`config.mk`:
```
export PLATFORM = sky130hd
export DESIGN_NAME = stx_etx_frame_receiver
export DESIGN_NICKNAME = d
export VERILOG_FILES = /design/src/hdl/sfr_pkg.sv /design/src/hdl/sfr_cfg_regs.sv /design/src/hdl/sfr_parser.sv /design/src/hdl/sfr_out_stage.sv /design/src/hdl/stx_etx_frame_receiver.sv
export SDC_FILE = /design/constraint.sdc
export NUM_CORES = 1
export LEC_CHECK = 0
export BUFFER_PORTS_ARGS = -buffer_cell sky130_fd_sc_hd__buf_2
export CAP_MARGIN = 20
export CORE_MARGIN = 1.5
export CORE_UTILIZATION = 59
export CTS_CLUSTER_DIAMETER = 100
export DETAILED_ROUTE_END_ITERATION = 10
export GPL_TIMING_DRIVEN = 0
export MAX_ROUTING_LAYER = met4
export PLACE_DENSITY_LB_ADDON = 0.12
export SLEW_MARGIN = 20
export SYNTH_ARGS = -nofsm -noshare
export SYNTH_HDL_FRONTEND = slang
export SYNTH_SLANG_ARGS = --single-unit
```
`constraint.sdc`:
```
create_clock -name clk_i -period 3.4 [get_ports clk_i]
set_input_delay 0.34 -clock clk_i [delete_from_list [all_inputs] [get_ports clk_i]]
set_output_delay 0.34 -clock clk_i [all_outputs]
set_load 0.01 [all_outputs]
```
`src/hdl/sfr_pkg.sv`:
```
package sfr_pkg;

  localparam int unsigned ByteW  = 8;
  localparam int unsigned PhaseW = 3;

  // Parser phases
  localparam logic [PhaseW-1:0] PH_HUNT    = 3'd0;
  localparam logic [PhaseW-1:0] PH_LENGTH  = 3'd1;
  localparam logic [PhaseW-1:0] PH_PAYLOAD = 3'd2;
  localparam logic [PhaseW-1:0] PH_CHECK   = 3'd3;
  localparam logic [PhaseW-1:0] PH_END     = 3'd4;

  // Configuration register indexes
  localparam logic CFG_START_MARKER = 1'b0;
  localparam logic CFG_END_MARKER   = 1'b1;

  localparam logic [ByteW-1:0] START_RESET = 8'h02;
  localparam logic [ByteW-1:0] END_RESET   = 8'h03;

  typedef enum logic [1:0] {
    KIND_PAYLOAD   = 2'd0,
    KIND_ACCEPT    = 2'd1,
    KIND_CHECK_ERR = 2'd2,
    KIND_BAD_END   = 2'd3
  } kind_e;

  typedef struct packed {
    logic [ByteW-1:0] start_mark;
    logic [ByteW-1:0] end_mark;
  } cfg_t;

  typedef struct packed {
    logic             vld;
    kind_e            kind;
    logic [ByteW-1:0] data;
  } result_t;

endpackage

```
`src/hdl/sfr_cfg_regs.sv`:
```
module sfr_cfg_regs (
  input  logic                     clk_i,
  input  logic                     rst_ni,
  input  logic                     cfg_we_i,
  input  logic                     cfg_index_i,
  input  logic [sfr_pkg::ByteW-1:0] cfg_data_i,
  output sfr_pkg::cfg_t            cfg_o
);

  sfr_pkg::cfg_t cfg_d, cfg_q;

  always_comb begin
    cfg_d = cfg_q;
    if (cfg_we_i) begin
      case (cfg_index_i)
        sfr_pkg::CFG_START_MARKER: cfg_d.start_mark = cfg_data_i;
        sfr_pkg::CFG_END_MARKER:   cfg_d.end_mark   = cfg_data_i;
        default:                   cfg_d = cfg_q;
      endcase
    end
  end

  always_ff @(posedge clk_i or negedge rst_ni) begin
    if (!rst_ni) begin
      cfg_q.start_mark <= sfr_pkg::START_RESET;
      cfg_q.end_mark   <= sfr_pkg::END_RESET;
    end else begin
      cfg_q <= cfg_d;
    end
  end

  assign cfg_o = cfg_q;

endmodule

```
`src/hdl/sfr_parser.sv`:
```
module sfr_parser (
  input  logic                      clk_i,
  input  logic                      rst_ni,
  input  logic                      step_i,
  input  logic [sfr_pkg::ByteW-1:0] rx_byte_i,
  input  sfr_pkg::cfg_t             cfg_i,
  output sfr_pkg::result_t          res_o
);

  logic [sfr_pkg::PhaseW-1:0] phase_d, phase_q;
  logic [sfr_pkg::ByteW-1:0]  len_d, len_q;
  logic [sfr_pkg::ByteW-1:0]  seen_d, seen_q;
  logic [sfr_pkg::ByteW-1:0]  xor_d, xor_q;
  logic [sfr_pkg::ByteW-1:0]  check_d, check_q;

  always_comb begin
    phase_d = phase_q;
    len_d   = len_q;
    seen_d  = seen_q;
    xor_d   = xor_q;
    check_d = check_q;
    res_o   = '{vld: 1'b0, kind: sfr_pkg::KIND_PAYLOAD, data: '0};
    if (step_i) begin
      case (phase_q)
        sfr_pkg::PH_HUNT: begin
          if (rx_byte_i == cfg_i.start_mark) begin
            phase_d = sfr_pkg::PH_LENGTH;
            seen_d  = '0;
            xor_d   = '0;
          end
        end
        sfr_pkg::PH_LENGTH: begin
          len_d   = rx_byte_i;
          seen_d  = '0;
          xor_d   = '0;
          // empty frame goes straight to the checksum byte
          phase_d = (rx_byte_i == '0) ? sfr_pkg::PH_CHECK : sfr_pkg::PH_PAYLOAD;
        end
        sfr_pkg::PH_PAYLOAD: begin
          xor_d  = xor_q ^ rx_byte_i;
          seen_d = seen_q + 1'b1;
          if (seen_d == len_q) begin
            phase_d = sfr_pkg::PH_CHECK;
          end
          res_o = '{vld: 1'b1, kind: sfr_pkg::KIND_PAYLOAD, data: rx_byte_i};
        end
        sfr_pkg::PH_CHECK: begin
          check_d = rx_byte_i;
          phase_d = sfr_pkg::PH_END;
        end
        sfr_pkg::PH_END: begin
          phase_d = sfr_pkg::PH_HUNT;
          // bad end byte wins over the checksum verdict
          if (rx_byte_i != cfg_i.end_mark) begin
            res_o = '{vld: 1'b1, kind: sfr_pkg::KIND_BAD_END, data: len_q};
          end else if (xor_q == check_q) begin
            res_o = '{vld: 1'b1, kind: sfr_pkg::KIND_ACCEPT, data: len_q};
          end else begin
            res_o = '{vld: 1'b1, kind: sfr_pkg::KIND_CHECK_ERR, data: len_q};
          end
        end
        default: begin
          phase_d = sfr_pkg::PH_HUNT;
        end
      endcase
    end
  end

  always_ff @(posedge clk_i or negedge rst_ni) begin
    if (!rst_ni) begin
      phase_q <= sfr_pkg::PH_HUNT;
      len_q   <= '0;
      seen_q  <= '0;
      xor_q   <= '0;
      check_q <= '0;
    end else begin
      phase_q <= phase_d;
      len_q   <= len_d;
      seen_q  <= seen_d;
      xor_q   <= xor_d;
      check_q <= check_d;
    end
  end

  a_payload_count: assert property (@(posedge clk_i) disable iff (!rst_ni)
    phase_q == sfr_pkg::PH_PAYLOAD |-> seen_q < len_q)
    else $error("payload count reached frame length without leaving payload phase");

  a_payload_emits: assert property (@(posedge clk_i) disable iff (!rst_ni)
    step_i && phase_q == sfr_pkg::PH_PAYLOAD |->
      res_o.vld && res_o.kind == sfr_pkg::KIND_PAYLOAD && res_o.data == rx_byte_i)
    else $error("payload byte not forwarded");

  a_empty_frame: assert property (@(posedge clk_i) disable iff (!rst_ni)
    step_i && phase_q == sfr_pkg::PH_LENGTH && rx_byte_i == '0 |=>
      phase_q == sfr_pkg::PH_CHECK && xor_q == '0)
    else $error("zero length frame did not skip to checksum");

  a_verdict_ends: assert property (@(posedge clk_i) disable iff (!rst_ni)
    step_i && phase_q == sfr_pkg::PH_END |=> phase_q == sfr_pkg::PH_HUNT)
    else $error("verdict did not return to hunting");

endmodule

```
`src/hdl/sfr_out_stage.sv`:
```
module sfr_out_stage (
  input  logic                      clk_i,
  input  logic                      rst_ni,
  input  logic                      load_i,
  input  sfr_pkg::result_t          res_i,
  input  logic                      out_ready_i,
  output logic                      free_o,
  output logic                      out_valid_o,
  output logic [1:0]                kind_o,
  output logic [sfr_pkg::ByteW-1:0] data_o
);

  logic                      vld_d, vld_q;
  sfr_pkg::kind_e            kind_q;
  logic [sfr_pkg::ByteW-1:0] data_q;

  // slot is free when empty or being drained this cycle
  assign free_o = !vld_q || out_ready_i;

  always_comb begin
    vld_d = vld_q;
    if (load_i) begin
      vld_d = res_i.vld;
    end else if (out_ready_i) begin
      vld_d = 1'b0;
    end
  end

  always_ff @(posedge clk_i or negedge rst_ni) begin
    if (!rst_ni) begin
      vld_q <= 1'b0;
    end else begin
      vld_q <= vld_d;
    end
  end

  always_ff @(posedge clk_i) begin
    if (load_i && res_i.vld) begin
      kind_q <= res_i.kind;
      data_q <= res_i.data;
    end
  end

  assign out_valid_o = vld_q;
  assign kind_o      = kind_q;
  assign data_o      = data_q;

endmodule

```
`src/hdl/stx_etx_frame_receiver.sv`:
```
// Byte-stream frame receiver: start marker, length, payload, XOR checksum, end marker.
// Path: each accepted byte is held in the input register, and its result, if any, is then
// loaded into the result register once that register is free.
// Throughput: one byte per cycle while the result side is ready; a waiting result stalls
// the input register, also for a byte that gives no result.
// Reset (asynchronous, active low): hunting, markers 0x02 / 0x03, both stages empty.
module stx_etx_frame_receiver (
  input  logic                      clk_i,
  input  logic                      rst_ni,
  input  logic                      cfg_we_i,
  input  logic                      cfg_index_i,
  input  logic [sfr_pkg::ByteW-1:0] cfg_data_i,
  input  logic                      in_valid_i,
  output logic                      in_ready_o,
  input  logic [sfr_pkg::ByteW-1:0] rx_byte_i,
  output logic                      out_valid_o,
  input  logic                      out_ready_i,
  output logic [1:0]                kind_o,
  output logic [sfr_pkg::ByteW-1:0] data_o
);

  sfr_pkg::cfg_t             cfg;
  sfr_pkg::result_t          res;
  logic                      in_vld_d, in_vld_q;
  logic [sfr_pkg::ByteW-1:0] byte_q;
  logic                      out_free;
  logic                      step;

  sfr_cfg_regs u_cfg (
    .clk_i       (clk_i),
    .rst_ni      (rst_ni),
    .cfg_we_i    (cfg_we_i),
    .cfg_index_i (cfg_index_i),
    .cfg_data_i  (cfg_data_i),
    .cfg_o       (cfg)
  );

  // advance the held byte when the result register can take its outcome
  assign step       = in_vld_q && out_free;
  assign in_ready_o = !in_vld_q || step;

  always_comb begin
    in_vld_d = in_vld_q;
    if (in_valid_i && in_ready_o) begin
      in_vld_d = 1'b1;
    end else if (step) begin
      in_vld_d = 1'b0;
    end
  end

  always_ff @(posedge clk_i or negedge rst_ni) begin
    if (!rst_ni) begin
      in_vld_q <= 1'b0;
    end else begin
      in_vld_q <= in_vld_d;
    end
  end

  always_ff @(posedge clk_i) begin
    if (in_valid_i && in_ready_o) begin
      byte_q <= rx_byte_i;
    end
  end

  sfr_parser u_parser (
    .clk_i     (clk_i),
    .rst_ni    (rst_ni),
    .step_i    (step),
    .rx_byte_i (byte_q),
    .cfg_i     (cfg),
    .res_o     (res)
  );

  sfr_out_stage u_out (
    .clk_i       (clk_i),
    .rst_ni      (rst_ni),
    .load_i      (step),
    .res_i       (res),
    .out_ready_i (out_ready_i),
    .free_o      (out_free),
    .out_valid_o (out_valid_o),
    .kind_o      (kind_o),
    .data_o      (data_o)
  );

endmodule
```
==> impl_metrics.json <==
{
  "track_usage": 0.2710,
  "clockBufferDepth": 2,
  "cts_tree": "done",
  "holdWs_ns": 0.02373,
  "vdd_drop_max_uv": 374.0,
  "dieArea_sq_mm": 0.006147,
  "clkTransAtPathRegs_ns": 0.07,
  "post-cts-setup-buffer-count": 0,
  "arrival_ns": 2.51,
  "finalSetupViolCount": 0,
  "final_common_cell": "dfrtp_1",
  "use_met1": 0.3737,
  "cts_made_buffers": 9,
  "register_area_sq_mm": 0.001871,
  "firstDrtPassIters": 4,
  "worst_pin_slew_ns": 0.8317,
  "maxSlewViolCount": 0,
  "use_met2": 0.3948,
  "nets": 369,
  "crit_type": "reg -> reg",
  "grt_max_degree": 54,
  "clock-sinks": 71,
  "grt_pass1_wl_microns": 11990,
  "ctsRootBufferMaster": "clkbuf_8",
  "rsz0062_at_grt": "no",
  "wl_per_cell_microns": 17.46,
  "worst_slack_ns": 1.113,
  "grt-ovfl-total": 0,
  "use_met3": 0.06395,
  "required_ns": 3.62,
  "antennaDiodeCount": 0,
  "routed_wl_microns": 7386,
  "leakage_nw": 1.680,
  "hold_path_class": "in -> async",
  "intPower_mw": 1.755,
  "path_cells": "xor2_1 > nor4_1 > a21oi_1 > buf_2 > o31ai_1 > a21oi_1",
  "start_util": 0.6092,
  "hold_viol": 0,
  "antenna_found_initial": 0,
  "synth_ff_type": "dfrtp_1",
  "first_global_vias": 2365,
  "finalWeightedCongestion": 0.8804,
  "die_h_microns": 78.40,
  "cts_resized": 0,
  "rr_worst_depth": 6,
  "cap_violations": 0,
  "startpoint_type": "register",
  "syn_to_final_growth_pct": 14.21,
  "ant_nets": 0,
  "crit_path_frequent_cell": "a21oi_1",
  "yosysSeqAreaShare": 0.5576,
  "die_w_microns": 78.40,
  "vias_per_cell": 5.844,
  "place_ws_ns": 1.185,
  "final_cell_mix": "dfrtp_1, buf_2, nand2_1, xor2_1, o21ai_0",
  "cpPeakStageDelay_ns": 0.55,
  "busiest_layer": "met2",
  "path_max_fanout": 10,
  "fillers": 402,
  "finalCriticalPeriod_ns": 2.287,
  "max_freq_mhz": 437.2,
  "cts_htree_levels": 3,
  "netSwitchingFraction": 0.3251,
  "crit_slowest_cell": "edfxtp_1",
  "synth_area_sq_mm": 0.003354,
  "clkPwrFrac": 0.281,
  "clk_latency_ns": 0.35,
  "drt_iter0_drc": 198,
  "syn_area_per_cell_sq_um": 11.11,
  "fin_worst_skew_ns": 0.005534,
  "relSlewSlack": 0.4418,
  "drive_above_1_share": 0.2080,
  "period_share": 0.6727,
  "hold_buffers": 0,
  "ioPinCount": 34,
  "multiInputGateArea_sq_mm": 0.001393,
  "syn-num-nets": 325,
  "port_buffers": 33,
  "async_flop_share": 0.7465,
  "synth_edf_count": 18,
  "critical_path.endpoint_type": "register",
  "hpwl_microns": 4980,
  "seq_power_share": 0.460,
  "yosysWarnings": 0,
  "rows": 27,
  "synth_cell_types": 43,
  "syn_inst": 302,
  "core_area_sq_mm": 0.005507,
  "status": "complete, no violations",
  "vias": 2472,
  "setup-tns-final_ns": 0,
  "power.density_mw_per_mm2": 678.6,
  "drcViolationCount": 0,
  "p_comb_frac": 0.259,
  "synth-seq-cells": 71,
  "p_switching_mw": 0.8451
}
worst paths after layout:
check	from	endpoint	slack [ns]
worst max register to register	byte_q[6]	u_parser.xor_q[7]	1.11
worst min register to register	u_parser.check_q[0]	u_parser.check_q[0]	0.51
max in group asynchronous	rst_ni	u_parser.seen_q[5]	2.93
worst min-delay path	rst_ni	in_vld_q	0.02
min in group clk_i	rx_byte_i[6]	byte_q[6]	0.16
worst max-delay path	byte_q[6]	u_parser.xor_q[7]	1.11
power groups by stage:
stage	Combinational (mW)	Sequential (mW)	Clock [mW]
floorplan	0.482	1.18	0
global placement	0.638	1.20	0
detailed placement	0.658	1.21	0
CTS	0.671	1.19	0.737
global route	0.749	1.22	0.768
finish	0.673	1.20	0.730
logic make-up after synthesis:
kind of cell | after synthesis | synth area share
buf+inv | 23 | 0.02723
fa+ha+maj | 1 | 0.003729
flops | 71 | 0.5576
xor+xnor | 33 | 0.08616
mux | 17 | 0.05669
compound gates | 68 | 0.1283
simple gates | 89 | 0.1402
cell usage after synthesis, types with 2 or more instances:
library cell,n,area share
xnor2_1,14,0.037
nor3_1,2,0.0030
nor2_1,8,0.0090
nand3_1,7,0.010
inv_1,9,0.010
nor2b_1,4,0.0075
buf_2,3,0.0045
nand2b_1,4,0.0075
mux2_2,16,0.054
and3_1,4,0.0075
xor2_1,19,0.050
dfstp_2,3,0.024
or4_1,8,0.018
o31ai_1,8,0.018
a22o_1,8,0.021
a31oi_1,6,0.011
edfxtp_1,18,0.16
nor4_1,6,0.011
nand4_1,3,0.0056
dfrtp_1,50,0.37
a21oi_1,16,0.024
clkbuf_1,10,0.011
o21ai_0,20,0.030
nand2_1,34,0.038
and2_1,4,0.0075
worst max-delay path, delay by kind of cell, from the launching register on:
family | cells | cell delay [ns]
AO/OA/AOI/OAI | 3 | 0.71
XOR/XNOR | 1 | 0.22
buffers and inverters | 1 | 0.29
flip-flops | 1 | 0.55
AND/OR/NAND/NOR | 1 | 0.39
routing by layer:
layer / vias up / wire, microns / share of wire
met2: 93 / 3410 / 0.46
met3: 14 / 473 / 0.064
li1: 1187 / - / -
met5: - / 0 / 0
met1: 1178 / 3390 / 0.46
met4: 0 / 112 / 0.015
stage by stage:
step / util / std cells / cell area, sq um / power [mW]
floorplan: - / 302 / 3354 / 1.660
global placement: 0.6555 / 407 / 3610 / 1.840
detailed placement: 0.6560 / 407 / 3612 / 1.867
CTS: 0.6958 / 423 / 3831 / 2.601
global route: 0.6958 / 423 / 3831 / 2.733
finish: 0.6958 / 423 / 3831 / 2.600
state kept, by name (all words and copies together), names as in the netlist:
name               count
u_cfg.cfg_o           16
byte_q                 8
u_out.data_o           8
u_parser.check_q       8
u_parser.len_q         8
u_parser.seen_q        8
u_parser.xor_q         8
u_parser.phase_q       3
u_out.kind_o           2
in_vld_q               1
u_out.out_valid_o      1
layout make-up:
| cell class | instances | area share |
|---|---|---|
| Tap cell | 72 | 0.02351 |
| Multi-Input combinational cell | 208 | 0.3635 |
| Clock buffer | 14 | 0.04801 |
| Sequential cell | 71 | 0.4882 |
| Timing Repair Buffer | 33 | 0.04376 |
| Clock inverter | 2 | 0.009144 |
| Inverter | 9 | 0.008818 |
| Buffer | 14 | 0.01502 |
No activity file was read; power rests on OpenSTA's default activity.
